--- src/design/usd_pkg.sv ---
// ----------------------------------------------------------------------------
// usd_pkg: shared types, constants and tables for unix_seconds_to_date
// Constant divisors, their truncated reciprocals and the small calendar tables
// used by the time split, civil date and weekday pipelines.
// ----------------------------------------------------------------------------
package usd_pkg;

  // Pipeline depths of the three sections
  localparam int TsplitDepth = 8;
  localparam int CivilDepth  = 10;
  localparam int WdayDepth   = 5;

  // Seconds per day is 128 * 675
  localparam int unsigned DayShift   = 7;
  localparam int unsigned DayDivOdd  = 675;
  localparam int unsigned RecipHi    = 97;      // floor(2^16 / 675)
  localparam int unsigned RecipLo    = 198841;  // floor(2^27 / 675)
  localparam int unsigned SixtyDiv   = 60;
  localparam int unsigned RecipSod   = 2184;    // floor(2^17 / 60)
  localparam int unsigned RecipMt    = 34;      // floor(2^11 / 60)

  // Julian-day conversion
  localparam int unsigned CentNum    = 102032;
  localparam int unsigned CentDiv    = 146097;
  localparam int unsigned CentRecip  = 459;     // floor(2^26 / 146097)
  localparam int unsigned CentBias   = 15;
  localparam int unsigned GbOffset   = 2442113;
  localparam int unsigned YrSub      = 2442;
  localparam int unsigned YrDiv      = 7305;
  localparam int unsigned YrRecip    = 73493;   // floor(2^29 / 7305)
  localparam int unsigned DaysInYear = 365;
  localparam int unsigned MonthDays  = 30;
  localparam int unsigned LastShifted = 13;     // last month index before Jan/Feb
  localparam int unsigned YrOffLo    = 4716;
  localparam int unsigned YrOffHi    = 4715;

  // Zeller
  localparam int unsigned HundredDiv   = 100;
  localparam int unsigned HundredRecip = 655;   // floor(2^16 / 100)
  localparam int unsigned WeekDiv      = 7;
  localparam int unsigned WeekRecip    = 585;   // floor(2^12 / 7)
  localparam int unsigned WeekBias     = 5;

  // First dy of month index k+1: ceil(30.601 * (k+1))
  localparam logic [8:0] MonthStart [15] = '{
    9'd31,  9'd62,  9'd92,  9'd123, 9'd154, 9'd184, 9'd215, 9'd245,
    9'd276, 9'd307, 9'd337, 9'd368, 9'd398, 9'd429, 9'd460
  };

  typedef struct packed {
    logic [5:0] sec;
    logic [5:0] min;
    logic [4:0] hour;
  } tod_t;

  typedef struct packed {
    logic [4:0]  day;
    logic [3:0]  month;
    logic [15:0] year;
  } date_t;

  // floor(dy * 1000 / 30601) by threshold count
  function automatic logic [3:0] month_index(logic [8:0] dy);
    logic [3:0] cnt;
    cnt = '0;
    for (int k = 0; k < 15; k++) begin
      if (dy >= MonthStart[k]) cnt = cnt + 4'd1;
    end
    return cnt;
  endfunction

  // floor(mo * 601 / 1000)
  function automatic logic [3:0] month_frac(logic [3:0] mo);
    logic [3:0] f;
    unique case (mo)
      4'd0, 4'd1:   f = 4'd0;
      4'd2, 4'd3:   f = 4'd1;
      4'd4:         f = 4'd2;
      4'd5, 4'd6:   f = 4'd3;
      4'd7, 4'd8:   f = 4'd4;
      4'd9:         f = 4'd5;
      4'd10, 4'd11: f = 4'd6;
      4'd12, 4'd13: f = 4'd7;
      4'd14:        f = 4'd8;
      default:      f = 4'd9;
    endcase
    return f;
  endfunction

  // floor(26 * (m + 1) / 10)
  function automatic logic [5:0] zeller_month_term(logic [3:0] m);
    logic [5:0] t;
    unique case (m)
      4'd0:    t = 6'd2;
      4'd1:    t = 6'd5;
      4'd2:    t = 6'd7;
      4'd3:    t = 6'd10;
      4'd4:    t = 6'd13;
      4'd5:    t = 6'd15;
      4'd6:    t = 6'd18;
      4'd7:    t = 6'd20;
      4'd8:    t = 6'd23;
      4'd9:    t = 6'd26;
      4'd10:   t = 6'd28;
      4'd11:   t = 6'd31;
      4'd12:   t = 6'd33;
      4'd13:   t = 6'd36;
      4'd14:   t = 6'd39;
      default: t = 6'd41;
    endcase
    return t;
  endfunction

endpackage

--- src/design/usd_pipe_ctl.sv ---
// ----------------------------------------------------------------------------
// usd_pipe_ctl: valid/ready control for a linear pipeline
// Tracks one valid bit per stage and gives each stage its load enable, so
// bubbles collapse and a stall at the end backs up stage by stage.
// ----------------------------------------------------------------------------
module usd_pipe_ctl #(
  parameter int Depth = usd_pkg::WdayDepth
) (
  input  logic             clk_i,
  input  logic             rst_ni,
  input  logic             valid_i,
  output logic             ready_o,
  output logic             valid_o,
  input  logic             ready_i,
  output logic [Depth-1:0] en_o
);

  logic [Depth-1:0] v_q;
  logic [Depth-1:0] en;

  // A stage loads when it is empty or its content moves on this cycle
  always_comb begin
    en[Depth-1] = ~v_q[Depth-1] | ready_i;
    for (int k = Depth - 2; k >= 0; k--) begin
      en[k] = ~v_q[k] | en[k+1];
    end
  end

  always_ff @(posedge clk_i or negedge rst_ni) begin
    if (!rst_ni) begin
      v_q <= '0;
    end else begin
      if (en[0]) v_q[0] <= valid_i;
      for (int k = 1; k < Depth; k++) begin
        if (en[k]) v_q[k] <= v_q[k-1];
      end
    end
  end

  assign en_o    = en;
  assign ready_o = en[0];
  assign valid_o = v_q[Depth-1];

endmodule

--- src/design/usd_tsplit.sv ---
// ----------------------------------------------------------------------------
// usd_tsplit: seconds count to day count and time of day
// Divides by 86400 as a shift by 7 and a two-chunk divide by 675, then
// splits the second of day by 60 twice. Each divide is a reciprocal
// estimate stage followed by a one-step correction stage.
// ----------------------------------------------------------------------------
module usd_tsplit (
  input  logic                clk_i,
  input  logic                rst_ni,
  input  logic                valid_i,
  output logic                ready_o,
  input  logic [39:0]         unix_seconds_i,
  output logic                valid_o,
  input  logic                ready_i,
  output logic [23:0]         days_o,
  output usd_pkg::tod_t       tod_o
);

  localparam int Depth = usd_pkg::TsplitDepth;

  logic [Depth-1:0] en;

  usd_pipe_ctl #(.Depth(Depth)) u_ctl (
    .clk_i   (clk_i),
    .rst_ni  (rst_ni),
    .valid_i (valid_i),
    .ready_o (ready_o),
    .valid_o (valid_o),
    .ready_i (ready_i),
    .en_o    (en)
  );

  // Stage 1: estimate upper chunk / 675
  logic [32:0] s1_x;
  logic [22:0] s1_prod;
  logic [6:0]  s1_qe_q;
  logic [15:0] s1_a_q;
  logic [16:0] s1_b_q;
  logic [6:0]  s1_lo_q;

  assign s1_x    = unix_seconds_i[39:usd_pkg::DayShift];
  assign s1_prod = 23'(s1_x[32:17]) * 23'(usd_pkg::RecipHi);

  // Stage 2: correct upper chunk
  logic [16:0] s2_rem;
  logic [6:0]  s2_qa_d;
  logic [9:0]  s2_ra_d;
  logic [6:0]  s2_qa_q;
  logic [9:0]  s2_ra_q;
  logic [16:0] s2_b_q;
  logic [6:0]  s2_lo_q;

  always_comb begin
    s2_rem = 17'(s1_a_q) - 17'(s1_qe_q) * 17'(usd_pkg::DayDivOdd);
    if (s2_rem >= 17'(usd_pkg::DayDivOdd)) begin
      s2_qa_d = s1_qe_q + 7'd1;
      s2_ra_d = 10'(s2_rem - 17'(usd_pkg::DayDivOdd));
    end else begin
      s2_qa_d = s1_qe_q;
      s2_ra_d = 10'(s2_rem);
    end
  end

  // Stage 3: estimate {remainder, lower chunk} / 675
  logic [26:0] s3_n;
  logic [44:0] s3_prod;
  logic [16:0] s3_qe_q;
  logic [26:0] s3_n_q;
  logic [6:0]  s3_qa_q;
  logic [6:0]  s3_lo_q;

  assign s3_n    = {s2_ra_q, s2_b_q};
  assign s3_prod = 45'(s3_n) * 45'(usd_pkg::RecipLo);

  // Stage 4: correct, form day count and second of day
  logic [26:0] s4_rem;
  logic [16:0] s4_q;
  logic [9:0]  s4_r;
  logic [23:0] s4_days_q;
  logic [16:0] s4_sod_q;

  always_comb begin
    s4_rem = s3_n_q - 27'(s3_qe_q) * 27'(usd_pkg::DayDivOdd);
    if (s4_rem >= 27'(usd_pkg::DayDivOdd)) begin
      s4_q = s3_qe_q + 17'd1;
      s4_r = 10'(s4_rem - 27'(usd_pkg::DayDivOdd));
    end else begin
      s4_q = s3_qe_q;
      s4_r = 10'(s4_rem);
    end
  end

  // Stage 5: estimate second of day / 60
  logic [27:0] s5_prod;
  logic [10:0] s5_qe_q;
  logic [16:0] s5_sod_q;
  logic [23:0] s5_days_q;

  assign s5_prod = 28'(s4_sod_q) * 28'(usd_pkg::RecipSod);

  // Stage 6: correct to minute of day and second
  logic [16:0] s6_rem;
  logic [10:0] s6_mt_d;
  logic [5:0]  s6_sec_d;
  logic [10:0] s6_mt_q;
  logic [5:0]  s6_sec_q;
  logic [23:0] s6_days_q;

  always_comb begin
    s6_rem = s5_sod_q - 17'(s5_qe_q) * 17'(usd_pkg::SixtyDiv);
    if (s6_rem >= 17'(usd_pkg::SixtyDiv)) begin
      s6_mt_d  = s5_qe_q + 11'd1;
      s6_sec_d = 6'(s6_rem - 17'(usd_pkg::SixtyDiv));
    end else begin
      s6_mt_d  = s5_qe_q;
      s6_sec_d = 6'(s6_rem);
    end
  end

  // Stage 7: estimate minute of day / 60
  logic [16:0] s7_prod;
  logic [4:0]  s7_qe_q;
  logic [10:0] s7_mt_q;
  logic [5:0]  s7_sec_q;
  logic [23:0] s7_days_q;

  assign s7_prod = 17'(s6_mt_q) * 17'(usd_pkg::RecipMt);

  // Stage 8: correct to hour and minute
  logic [10:0]   s8_rem;
  usd_pkg::tod_t s8_tod_d;
  usd_pkg::tod_t s8_tod_q;
  logic [23:0]   s8_days_q;

  always_comb begin
    s8_rem       = s7_mt_q - 11'(s7_qe_q) * 11'(usd_pkg::SixtyDiv);
    s8_tod_d.sec = s7_sec_q;
    if (s8_rem >= 11'(usd_pkg::SixtyDiv)) begin
      s8_tod_d.hour = s7_qe_q + 5'd1;
      s8_tod_d.min  = 6'(s8_rem - 11'(usd_pkg::SixtyDiv));
    end else begin
      s8_tod_d.hour = s7_qe_q;
      s8_tod_d.min  = 6'(s8_rem);
    end
  end

  always_ff @(posedge clk_i) begin
    if (en[0]) begin
      s1_qe_q <= s1_prod[22:16];
      s1_a_q  <= s1_x[32:17];
      s1_b_q  <= s1_x[16:0];
      s1_lo_q <= unix_seconds_i[usd_pkg::DayShift-1:0];
    end
    if (en[1]) begin
      s2_qa_q <= s2_qa_d;
      s2_ra_q <= s2_ra_d;
      s2_b_q  <= s1_b_q;
      s2_lo_q <= s1_lo_q;
    end
    if (en[2]) begin
      s3_qe_q <= s3_prod[43:27];
      s3_n_q  <= s3_n;
      s3_qa_q <= s2_qa_q;
      s3_lo_q <= s2_lo_q;
    end
    if (en[3]) begin
      s4_days_q <= {s3_qa_q, s4_q};
      s4_sod_q  <= {s4_r, s3_lo_q};
    end
    if (en[4]) begin
      s5_qe_q   <= s5_prod[27:17];
      s5_sod_q  <= s4_sod_q;
      s5_days_q <= s4_days_q;
    end
    if (en[5]) begin
      s6_mt_q   <= s6_mt_d;
      s6_sec_q  <= s6_sec_d;
      s6_days_q <= s5_days_q;
    end
    if (en[6]) begin
      s7_qe_q   <= s7_prod[15:11];
      s7_mt_q   <= s6_mt_q;
      s7_sec_q  <= s6_sec_q;
      s7_days_q <= s6_days_q;
    end
    if (en[7]) begin
      s8_tod_q  <= s8_tod_d;
      s8_days_q <= s7_days_q;
    end
  end

  assign days_o = s8_days_q;
  assign tod_o  = s8_tod_q;

  a_tod_range: assert property (@(posedge clk_i) disable iff (!rst_ni)
    valid_o |-> (tod_o.sec < 6'd60) && (tod_o.min < 6'd60) && (tod_o.hour < 5'd24))
    else $error("time of day out of range");

endmodule

--- src/design/usd_civil.sv ---
// ----------------------------------------------------------------------------
// usd_civil: day count to Gregorian year, month and day
// Integer Julian-day scheme with Jan/Feb as months 13/14 of the prior year.
// Also hands the shifted year and month to the weekday section.
// ----------------------------------------------------------------------------
module usd_civil (
  input  logic            clk_i,
  input  logic            rst_ni,
  input  logic            valid_i,
  output logic            ready_o,
  input  logic [23:0]     days_i,
  input  usd_pkg::tod_t   tod_i,
  output logic            valid_o,
  input  logic            ready_i,
  output usd_pkg::date_t  date_o,
  output logic [15:0]     zyear_o,
  output logic [3:0]      zmonth_o,
  output usd_pkg::tod_t   tod_o
);

  localparam int Depth = usd_pkg::CivilDepth;

  logic [Depth-1:0] en;

  usd_pipe_ctl #(.Depth(Depth)) u_ctl (
    .clk_i   (clk_i),
    .rst_ni  (rst_ni),
    .valid_i (valid_i),
    .ready_o (ready_o),
    .valid_o (valid_o),
    .ready_i (ready_i),
    .en_o    (en)
  );

  // Time of day rides along every stage
  usd_pkg::tod_t tod_q [Depth];

  // Stage 1: 4 * days + 102032
  logic [25:0] c1_num_q;
  logic [23:0] c1_days_q;

  // Stage 2: estimate / 146097
  logic [34:0] c2_prod;
  logic [8:0]  c2_qe_q;
  logic [25:0] c2_num_q;
  logic [23:0] c2_days_q;

  assign c2_prod = 35'(c1_num_q) * 35'(usd_pkg::CentRecip);

  // Stage 3: correct, add bias
  logic [25:0] c3_rem;
  logic [8:0]  c3_ga_d;
  logic [8:0]  c3_ga_q;
  logic [23:0] c3_days_q;

  always_comb begin
    c3_rem = c2_num_q - 26'(c2_qe_q) * 26'(usd_pkg::CentDiv);
    if (c3_rem >= 26'(usd_pkg::CentDiv)) begin
      c3_ga_d = c2_qe_q + 9'(usd_pkg::CentBias + 1);
    end else begin
      c3_ga_d = c2_qe_q + 9'(usd_pkg::CentBias);
    end
  end

  // Stage 4: gb
  logic [23:0] c4_gb_q;

  // Stage 5: 20 * gb - 2442
  logic [28:0] c5_num_q;
  logic [23:0] c5_gb_q;

  // Stage 6: estimate / 7305
  logic [45:0] c6_prod;
  logic [15:0] c6_qe_q;
  logic [28:0] c6_num_q;
  logic [23:0] c6_gb_q;

  assign c6_prod = 46'(c5_num_q) * 46'(usd_pkg::YrRecip);

  // Stage 7: correct to Julian-scheme year
  logic [28:0] c7_rem;
  logic [15:0] c7_yr_d;
  logic [15:0] c7_yr_q;
  logic [23:0] c7_gb_q;

  always_comb begin
    c7_rem = c6_num_q - 29'(c6_qe_q) * 29'(usd_pkg::YrDiv);
    if (c7_rem >= 29'(usd_pkg::YrDiv)) begin
      c7_yr_d = c6_qe_q + 16'd1;
    end else begin
      c7_yr_d = c6_qe_q;
    end
  end

  // Stage 8: day within the shifted year
  logic [23:0] c8_dy;
  logic [8:0]  c8_dy_q;
  logic [15:0] c8_yr_q;

  assign c8_dy = c7_gb_q - 24'(c7_yr_q) * 24'(usd_pkg::DaysInYear) - 24'(c7_yr_q >> 2);

  // Stage 9: month index
  logic [3:0]  c9_mo_q;
  logic [8:0]  c9_dy_q;
  logic [15:0] c9_yr_q;

  // Stage 10: day of month, calendar month and year
  logic [8:0]     c10_dm;
  usd_pkg::date_t c10_date_d;
  usd_pkg::date_t c10_date_q;
  logic [15:0]    c10_zy_q;
  logic [3:0]     c10_zm_q;

  always_comb begin
    c10_dm = c9_dy_q - 9'(c9_mo_q) * 9'(usd_pkg::MonthDays)
           - 9'(usd_pkg::month_frac(c9_mo_q));
    c10_date_d.day = c10_dm[4:0];
    if (c9_mo_q <= 4'(usd_pkg::LastShifted)) begin
      c10_date_d.year  = c9_yr_q - 16'(usd_pkg::YrOffLo);
      c10_date_d.month = c9_mo_q - 4'd1;
    end else begin
      c10_date_d.year  = c9_yr_q - 16'(usd_pkg::YrOffHi);
      c10_date_d.month = c9_mo_q - 4'(usd_pkg::LastShifted);
    end
  end

  always_ff @(posedge clk_i) begin
    if (en[0]) begin
      c1_num_q  <= (26'(days_i) << 2) + 26'(usd_pkg::CentNum);
      c1_days_q <= days_i;
      tod_q[0]  <= tod_i;
    end
    for (int k = 1; k < Depth; k++) begin
      if (en[k]) tod_q[k] <= tod_q[k-1];
    end
    if (en[1]) begin
      c2_qe_q   <= c2_prod[34:26];
      c2_num_q  <= c1_num_q;
      c2_days_q <= c1_days_q;
    end
    if (en[2]) begin
      c3_ga_q   <= c3_ga_d;
      c3_days_q <= c2_days_q;
    end
    if (en[3]) begin
      c4_gb_q <= c3_days_q + 24'(usd_pkg::GbOffset) + 24'(c3_ga_q) - 24'(c3_ga_q >> 2);
    end
    if (en[4]) begin
      c5_num_q <= (29'(c4_gb_q) << 4) + (29'(c4_gb_q) << 2) - 29'(usd_pkg::YrSub);
      c5_gb_q  <= c4_gb_q;
    end
    if (en[5]) begin
      c6_qe_q  <= c6_prod[44:29];
      c6_num_q <= c5_num_q;
      c6_gb_q  <= c5_gb_q;
    end
    if (en[6]) begin
      c7_yr_q <= c7_yr_d;
      c7_gb_q <= c6_gb_q;
    end
    if (en[7]) begin
      c8_dy_q <= c8_dy[8:0];
      c8_yr_q <= c7_yr_q;
    end
    if (en[8]) begin
      c9_mo_q <= usd_pkg::month_index(c8_dy_q);
      c9_dy_q <= c8_dy_q;
      c9_yr_q <= c8_yr_q;
    end
    if (en[9]) begin
      c10_date_q <= c10_date_d;
      // Zeller wants Jan/Feb as months 13/14 of the year before: same shift for all
      c10_zy_q   <= c9_yr_q - 16'(usd_pkg::YrOffLo);
      c10_zm_q   <= c9_mo_q - 4'd1;
    end
  end

  assign date_o   = c10_date_q;
  assign zyear_o  = c10_zy_q;
  assign zmonth_o = c10_zm_q;
  assign tod_o    = tod_q[Depth-1];

  a_date_range: assert property (@(posedge clk_i) disable iff (!rst_ni)
    valid_o |-> (date_o.month >= 4'd1) && (date_o.month <= 4'd12) && (date_o.day != 5'd0))
    else $error("calendar month or day out of range");

  a_year_floor: assert property (@(posedge clk_i) disable iff (!rst_ni)
    valid_o |-> (date_o.year >= 16'd1970))
    else $error("year below epoch");

  a_zeller_shift: assert property (@(posedge clk_i) disable iff (!rst_ni)
    valid_o |-> (zmonth_o >= 4'd3) && (zmonth_o <= 4'd14))
    else $error("shifted month out of range");

endmodule

--- src/design/usd_wday.sv ---
// ----------------------------------------------------------------------------
// usd_wday: weekday by Zeller's congruence
// Splits the shifted year into century and year of century, sums the
// congruence terms and reduces mod 7 to 1 (Monday) .. 7 (Sunday).
// ----------------------------------------------------------------------------
module usd_wday (
  input  logic            clk_i,
  input  logic            rst_ni,
  input  logic            valid_i,
  output logic            ready_o,
  input  usd_pkg::date_t  date_i,
  input  logic [15:0]     zyear_i,
  input  logic [3:0]      zmonth_i,
  input  usd_pkg::tod_t   tod_i,
  output logic            valid_o,
  input  logic            ready_i,
  output usd_pkg::date_t  date_o,
  output usd_pkg::tod_t   tod_o,
  output logic [2:0]      weekday_o
);

  localparam int Depth = usd_pkg::WdayDepth;

  logic [Depth-1:0] en;

  usd_pipe_ctl #(.Depth(Depth)) u_ctl (
    .clk_i   (clk_i),
    .rst_ni  (rst_ni),
    .valid_i (valid_i),
    .ready_o (ready_o),
    .valid_o (valid_o),
    .ready_i (ready_i),
    .en_o    (en)
  );

  usd_pkg::tod_t  tod_q  [Depth];
  usd_pkg::date_t date_q [Depth];

  // Stage 1: estimate year / 100, month term
  logic [25:0] w1_prod;
  logic [9:0]  w1_qe_q;
  logic [15:0] w1_zy_q;
  logic [5:0]  w1_tm_q;

  assign w1_prod = 26'(zyear_i) * 26'(usd_pkg::HundredRecip);

  // Stage 2: correct to century and year of century
  logic [15:0] w2_rem;
  logic [9:0]  w2_cent_d;
  logic [6:0]  w2_yoc_d;
  logic [9:0]  w2_cent_q;
  logic [6:0]  w2_yoc_q;
  logic [5:0]  w2_tm_q;

  always_comb begin
    w2_rem = w1_zy_q - 16'(w1_qe_q) * 16'(usd_pkg::HundredDiv);
    if (w2_rem >= 16'(usd_pkg::HundredDiv)) begin
      w2_cent_d = w1_qe_q + 10'd1;
      w2_yoc_d  = 7'(w2_rem - 16'(usd_pkg::HundredDiv));
    end else begin
      w2_cent_d = w1_qe_q;
      w2_yoc_d  = 7'(w2_rem);
    end
  end

  // Stage 3: congruence sum plus offset
  logic [11:0] w3_h;
  logic [11:0] w3_h_q;

  assign w3_h = 12'(date_q[1].day) + 12'(w2_tm_q) + 12'(w2_yoc_q) + 12'(w2_yoc_q >> 2)
              + 12'(w2_cent_q) * 12'd5 + 12'(w2_cent_q >> 2) + 12'(usd_pkg::WeekBias);

  // Stage 4: estimate / 7
  logic [21:0] w4_prod;
  logic [9:0]  w4_qe_q;
  logic [11:0] w4_h_q;

  assign w4_prod = 22'(w3_h_q) * 22'(usd_pkg::WeekRecip);

  // Stage 5: correct, weekday = remainder + 1
  logic [11:0] w5_rem;
  logic [2:0]  w5_wd_d;
  logic [2:0]  w5_wd_q;

  always_comb begin
    w5_rem = w4_h_q - 12'(w4_qe_q) * 12'(usd_pkg::WeekDiv);
    if (w5_rem >= 12'(usd_pkg::WeekDiv)) begin
      w5_wd_d = 3'(w5_rem - 12'(usd_pkg::WeekDiv)) + 3'd1;
    end else begin
      w5_wd_d = 3'(w5_rem) + 3'd1;
    end
  end

  always_ff @(posedge clk_i) begin
    if (en[0]) begin
      w1_qe_q   <= w1_prod[25:16];
      w1_zy_q   <= zyear_i;
      w1_tm_q   <= usd_pkg::zeller_month_term(zmonth_i);
      tod_q[0]  <= tod_i;
      date_q[0] <= date_i;
    end
    for (int k = 1; k < Depth; k++) begin
      if (en[k]) begin
        tod_q[k]  <= tod_q[k-1];
        date_q[k] <= date_q[k-1];
      end
    end
    if (en[1]) begin
      w2_cent_q <= w2_cent_d;
      w2_yoc_q  <= w2_yoc_d;
      w2_tm_q   <= w1_tm_q;
    end
    if (en[2]) w3_h_q <= w3_h;
    if (en[3]) begin
      w4_qe_q <= w4_prod[21:12];
      w4_h_q  <= w3_h_q;
    end
    if (en[4]) w5_wd_q <= w5_wd_d;
  end

  assign date_o    = date_q[Depth-1];
  assign tod_o     = tod_q[Depth-1];
  assign weekday_o = w5_wd_q;

  a_weekday_range: assert property (@(posedge clk_i) disable iff (!rst_ni)
    valid_o |-> (weekday_o != 3'd0))
    else $error("weekday out of range");

endmodule

--- src/design/unix_seconds_to_date.sv ---
// ----------------------------------------------------------------------------
// unix_seconds_to_date: Unix time to calendar date, time of day and weekday
// Top level: time split, civil date and weekday pipeline sections in series.
// ----------------------------------------------------------------------------
// Takes one 40-bit count of seconds since 1970-01-01 00:00:00 UTC per
// transaction and returns seconds, minutes, hours, day, month, year and ISO
// weekday (1 Monday .. 7 Sunday). The block accepts one transaction every
// cycle while the output is not stalled. The item passes 23 register stages,
// and the accepting edge loads the first of them. The stages are the 8-stage
// time split, the 10-stage Julian-day date conversion and the 5-stage Zeller
// weekday section. Each stage holds its own valid bit, so a stall on the
// output backs up one stage at a time and empty stages keep filling. No
// configuration, no state between transactions.
module unix_seconds_to_date (
  input  logic        clk_i,
  input  logic        rst_ni,
  input  logic        in_valid_i,
  output logic        in_ready_o,
  input  logic [39:0] unix_seconds_i,
  output logic        out_valid_o,
  input  logic        out_ready_i,
  output logic [5:0]  second_of_minute_o,
  output logic [5:0]  minute_of_hour_o,
  output logic [4:0]  hour_of_day_o,
  output logic [4:0]  day_of_month_o,
  output logic [3:0]  month_of_year_o,
  output logic [15:0] year_number_o,
  output logic [2:0]  weekday_number_o
);

  logic           ts_valid;
  logic           ts_ready;
  logic [23:0]    ts_days;
  usd_pkg::tod_t  ts_tod;

  logic           cv_valid;
  logic           cv_ready;
  usd_pkg::date_t cv_date;
  logic [15:0]    cv_zyear;
  logic [3:0]     cv_zmonth;
  usd_pkg::tod_t  cv_tod;

  usd_pkg::date_t wd_date;
  usd_pkg::tod_t  wd_tod;

  usd_tsplit u_tsplit (
    .clk_i          (clk_i),
    .rst_ni         (rst_ni),
    .valid_i        (in_valid_i),
    .ready_o        (in_ready_o),
    .unix_seconds_i (unix_seconds_i),
    .valid_o        (ts_valid),
    .ready_i        (ts_ready),
    .days_o         (ts_days),
    .tod_o          (ts_tod)
  );

  usd_civil u_civil (
    .clk_i    (clk_i),
    .rst_ni   (rst_ni),
    .valid_i  (ts_valid),
    .ready_o  (ts_ready),
    .days_i   (ts_days),
    .tod_i    (ts_tod),
    .valid_o  (cv_valid),
    .ready_i  (cv_ready),
    .date_o   (cv_date),
    .zyear_o  (cv_zyear),
    .zmonth_o (cv_zmonth),
    .tod_o    (cv_tod)
  );

  usd_wday u_wday (
    .clk_i     (clk_i),
    .rst_ni    (rst_ni),
    .valid_i   (cv_valid),
    .ready_o   (cv_ready),
    .date_i    (cv_date),
    .zyear_i   (cv_zyear),
    .zmonth_i  (cv_zmonth),
    .tod_i     (cv_tod),
    .valid_o   (out_valid_o),
    .ready_i   (out_ready_i),
    .date_o    (wd_date),
    .tod_o     (wd_tod),
    .weekday_o (weekday_number_o)
  );

  assign second_of_minute_o = wd_tod.sec;
  assign minute_of_hour_o   = wd_tod.min;
  assign hour_of_day_o      = wd_tod.hour;
  assign day_of_month_o     = wd_date.day;
  assign month_of_year_o    = wd_date.month;
  assign year_number_o      = wd_date.year;

endmodule
--- config.mk ---
export PLATFORM = sky130hd
export DESIGN_NAME = unix_seconds_to_date
export DESIGN_NICKNAME = d
export VERILOG_FILES = /design/src/design/usd_pkg.sv /design/src/design/usd_pipe_ctl.sv /design/src/design/usd_tsplit.sv /design/src/design/usd_civil.sv /design/src/design/usd_wday.sv /design/src/design/unix_seconds_to_date.sv
export SDC_FILE = /design/constraint.sdc
export NUM_CORES = 2
export LEC_CHECK = 0
export BUFFER_PORTS_ARGS = -buffer_cell sky130_fd_sc_hd__buf_2
export CORE_MARGIN = 2
export CORE_UTILIZATION = 45
export CTS_BUF_LIST = sky130_fd_sc_hd__clkbuf_8
export DETAILED_ROUTE_END_ITERATION = 8
export PLACE_DENSITY = 0.65
export SLEW_MARGIN = 20
export SYNTH_ARGS = -nofsm -noshare
export SYNTH_HDL_FRONTEND = slang
export SYNTH_SLANG_ARGS = --single-unit
--- constraint.sdc ---
create_clock -name clk_i -period 26.9 [get_ports clk_i]
set_clock_uncertainty 0.2 [all_clocks]
set_input_delay 5.38 -clock clk_i [delete_from_list [all_inputs] [get_ports clk_i]]
set_output_delay 5.38 -clock clk_i [all_outputs]
set_load 0.01 [all_outputs]
==> out/metrics.yaml <==
min_path:
  worstHoldStart: "u_wday.tod_q[0][52]"
  min_to: "u_wday.tod_q[0][69]"
  hold_path_class: "flip-flop to flip-flop"
  holdPathStages: 0
placement:
  place_inst: 9850
  io_buffer_count: 90
  post-dp-hpwl_um: 126000
  gp_congestion: 0.841
critical_path:
  regToRegStartpoint: "u_civil.c8_dy_q[8]"
  critPathKind: "input pin to output port"
  crit_path_max_incr_delay_ps: 820
  crit_slowest_cell: "nor4_1"
  required_ps: 21320
  crit_arrival_ps: 9390
  timing.critical_path.mode_cell: "buf_4"
  critPathLaunchType: "input pin"
  cp_max_fo: 49
  worstPathCellList: "buf_2, nor2b_1, buf_4, nand2_2, nor2_1, nand2_2, nor4_1, and2_1, and3_1, and2_1, nand3_2, buf_4, nor2_1, nand3_2, buf_4, buf_2"
  rr_worst_depth: 49
  ff2ff_setup_slack_ps: 16540
  cp-end-kind: "output port"
routing:
  drt_wl_total_um: 158000
  wl_per_cell_um: 15.5
  drcViolationCount: 0
  drtIter0Drc: 2242
  vias: 50400
  drtAntennaViolNets: 0
  firstDrtPassIters: 5
  viasPerCell: 4.93
sta:
  worstMarginPinSlew_ps: 1040
  finalSetupTns_ps: 0
  slew_headroom: 0.306
  hold_viol: 0
  max_freq_mhz: 66.8
  finalCriticalPeriod_ps: 14970
  rsz0062_at_grt: "false"
  fin_hold_ws_ps: 165
  slew_viol_final: 0
  setup_violations: 0
  fin_crit_sh: 0.556
clock_tree:
  cts.sinks: 1230
  clock_latency_ps: 890
  ctsHoldBuffers: 0
  cts_root_buffer: "clkbuf_8"
  cts_buffers: 195
  postCtsSetupRepairBufs: 0
  cts_tree: "yes"
  cts_max_level: 4
  cts-resized-gates: 0
  clk_path_buf_depth: 3
  path_clk_slew_ps: 70
logic_synthesis:
  yosys_register_bits: 1230
  synth_area_um2: 90500
  ys_types: 100
  async_flop_share: 0.0187
  yosysSeqAreaShare: 0.406
  synth-edff-count: 1203
  synth_fp_nets: 9427
  synth_flop_cell: "edfxtp_1"
  synth_warnings: 0
  synth.avg_cell_area_um2: 12.7
  synthCells: 7154
floorplanning:
  start_util: 0.453
  dieArea_um2: 205000
  die_h_um: 452
  die_x_um: 452
  coreArea_um2: 200000
  rows: 164
  ioPinCount: 91
grt:
  grt_overflow: 0
  grt_util_all_layers: 0.161
  grt_pass1_wl_um: 267000
  antenna_found_initial: 3
  grt_max_degree: 75
  grt_pass1_vias: 53500
cells_and_area:
  syn_to_final_growth_pct: 8.34
  fin_cells: 10200
  final_nets: 9664
  layout_common_cells: "inv_1, ha_1, edfxtp_1"
  post_route_cells_drive_above_1_share: 0.0623
  layout_commonest_cell: "inv_1"
outcome:
  status: "complete, no violations"
job:
  drv_cap: 0
-- cells by family after synthesis --
| kind of cell | share of synthesized area |
|---|---|
| buf+inv | 0.0643 |
| simple gates | 0.0489 |
| fa+ha+maj | 0.371 |
| flops | 0.406 |
| xor+xnor | 0.0456 |
| mux | 0.00467 |
| compound gates | 0.0591 |
-- cell usage after synthesis, types with 21 or more instances --
library cell | count | area [µm²]
xnor2_1 | 316 | 2770
inv_1 | 1426 | 5350
ha_1 | 1470 | 18400
nor2_1 | 234 | 878
nand4_1 | 32 | 200
o31ai_1 | 22 | 165
nand2_1 | 179 | 672
buf_4 | 46 | 345
nand3_1 | 80 | 400
a21o_1 | 114 | 856
nand2b_1 | 67 | 419
o21bai_1 | 37 | 278
or3_1 | 21 | 131
mux2i_1 | 25 | 250
o21ai_0 | 140 | 701
o21a_1 | 53 | 398
xor2_1 | 129 | 1130
dfrtp_1 | 23 | 576
edfxtp_1 | 1203 | 36100
a31oi_1 | 31 | 194
fa_1 | 759 | 15200
nor3_1 | 80 | 400
a21boi_0 | 23 | 173
and3_1 | 26 | 163
a21oi_1 | 226 | 1130
nor2b_1 | 56 | 350
-- sequential cells by signal (all words and copies together), names as in the netlist, 24 cells and up, named ones only --
signal and count:
u_tsplit.s6_days_q 24, u_tsplit.s7_days_q 24, u_wday.date_q 125, u_tsplit.days_o 24
u_civil.c1_days_q 24, u_tsplit.s3_n_q 27, u_wday.tod_q 85, u_tsplit.s5_days_q 24
u_civil.tod_q 170, u_civil.c5_num_q 27, u_civil.c6_num_q 27, u_civil.c3_days_q 24
u_tsplit.s4_days_q 24, u_civil.c4_gb_q 24, u_civil.c2_days_q 24
-- routing by layer --
| metal | track usage | share of wire |
|---|---|---|
| met5 | 0 | 0 |
| met4 | 0.0459 | 0.026 |
| met3 | 0.0247 | 0.030 |
| met2 | 0.283 | 0.50 |
| met1 | 0.204 | 0.44 |
-- per-stage QoR --
step	setup WS [ps]	util	area [µm²]
global route	11580	0.491	98100
global placement	12020	0.471	94000
floorplan	9020	-	90500
finish	11930	0.491	98100
CTS	11900	0.491	98000
detailed placement	11970	0.471	94000
-- how the worst max path moves through the flow --
| stage | end | from | slack, ps |
|---|---|---|---|
| after floorplan | in_ready_o | out_ready_i | 9020 |
| after global placement | in_ready_o | out_ready_i | 12020 |
| after detailed placement | in_ready_o | out_ready_i | 11970 |
| after CTS | in_ready_o | out_ready_i | 11900 |
| after global routing | in_ready_o | out_ready_i | 11580 |
| final | in_ready_o | out_ready_i | 11930 |
-- area by class of cell --
cell class                      count  area [µm²]
Fill cell                       17400      102000
Multi-Input combinational cell   4427       48000
Sequential cell                  1230       36800
Inverter                         1426        5350
Tap cell                         2656        3320
Clock buffer                      204        2810
Clock inverter                    161        1200
Timing Repair Buffer              111         608
Antenna cell                        1        2.50
-- critical path, delay by kind of cell --
| kind | cells | cell delay [ps] |
|---|---|---|
| simple gates | 11 | 2810 |
| buf+inv | 5 | 1140 |
Power is not shown: default switching activity piles up to over one toggle a cycle in this logic, so the estimate is an artifact.
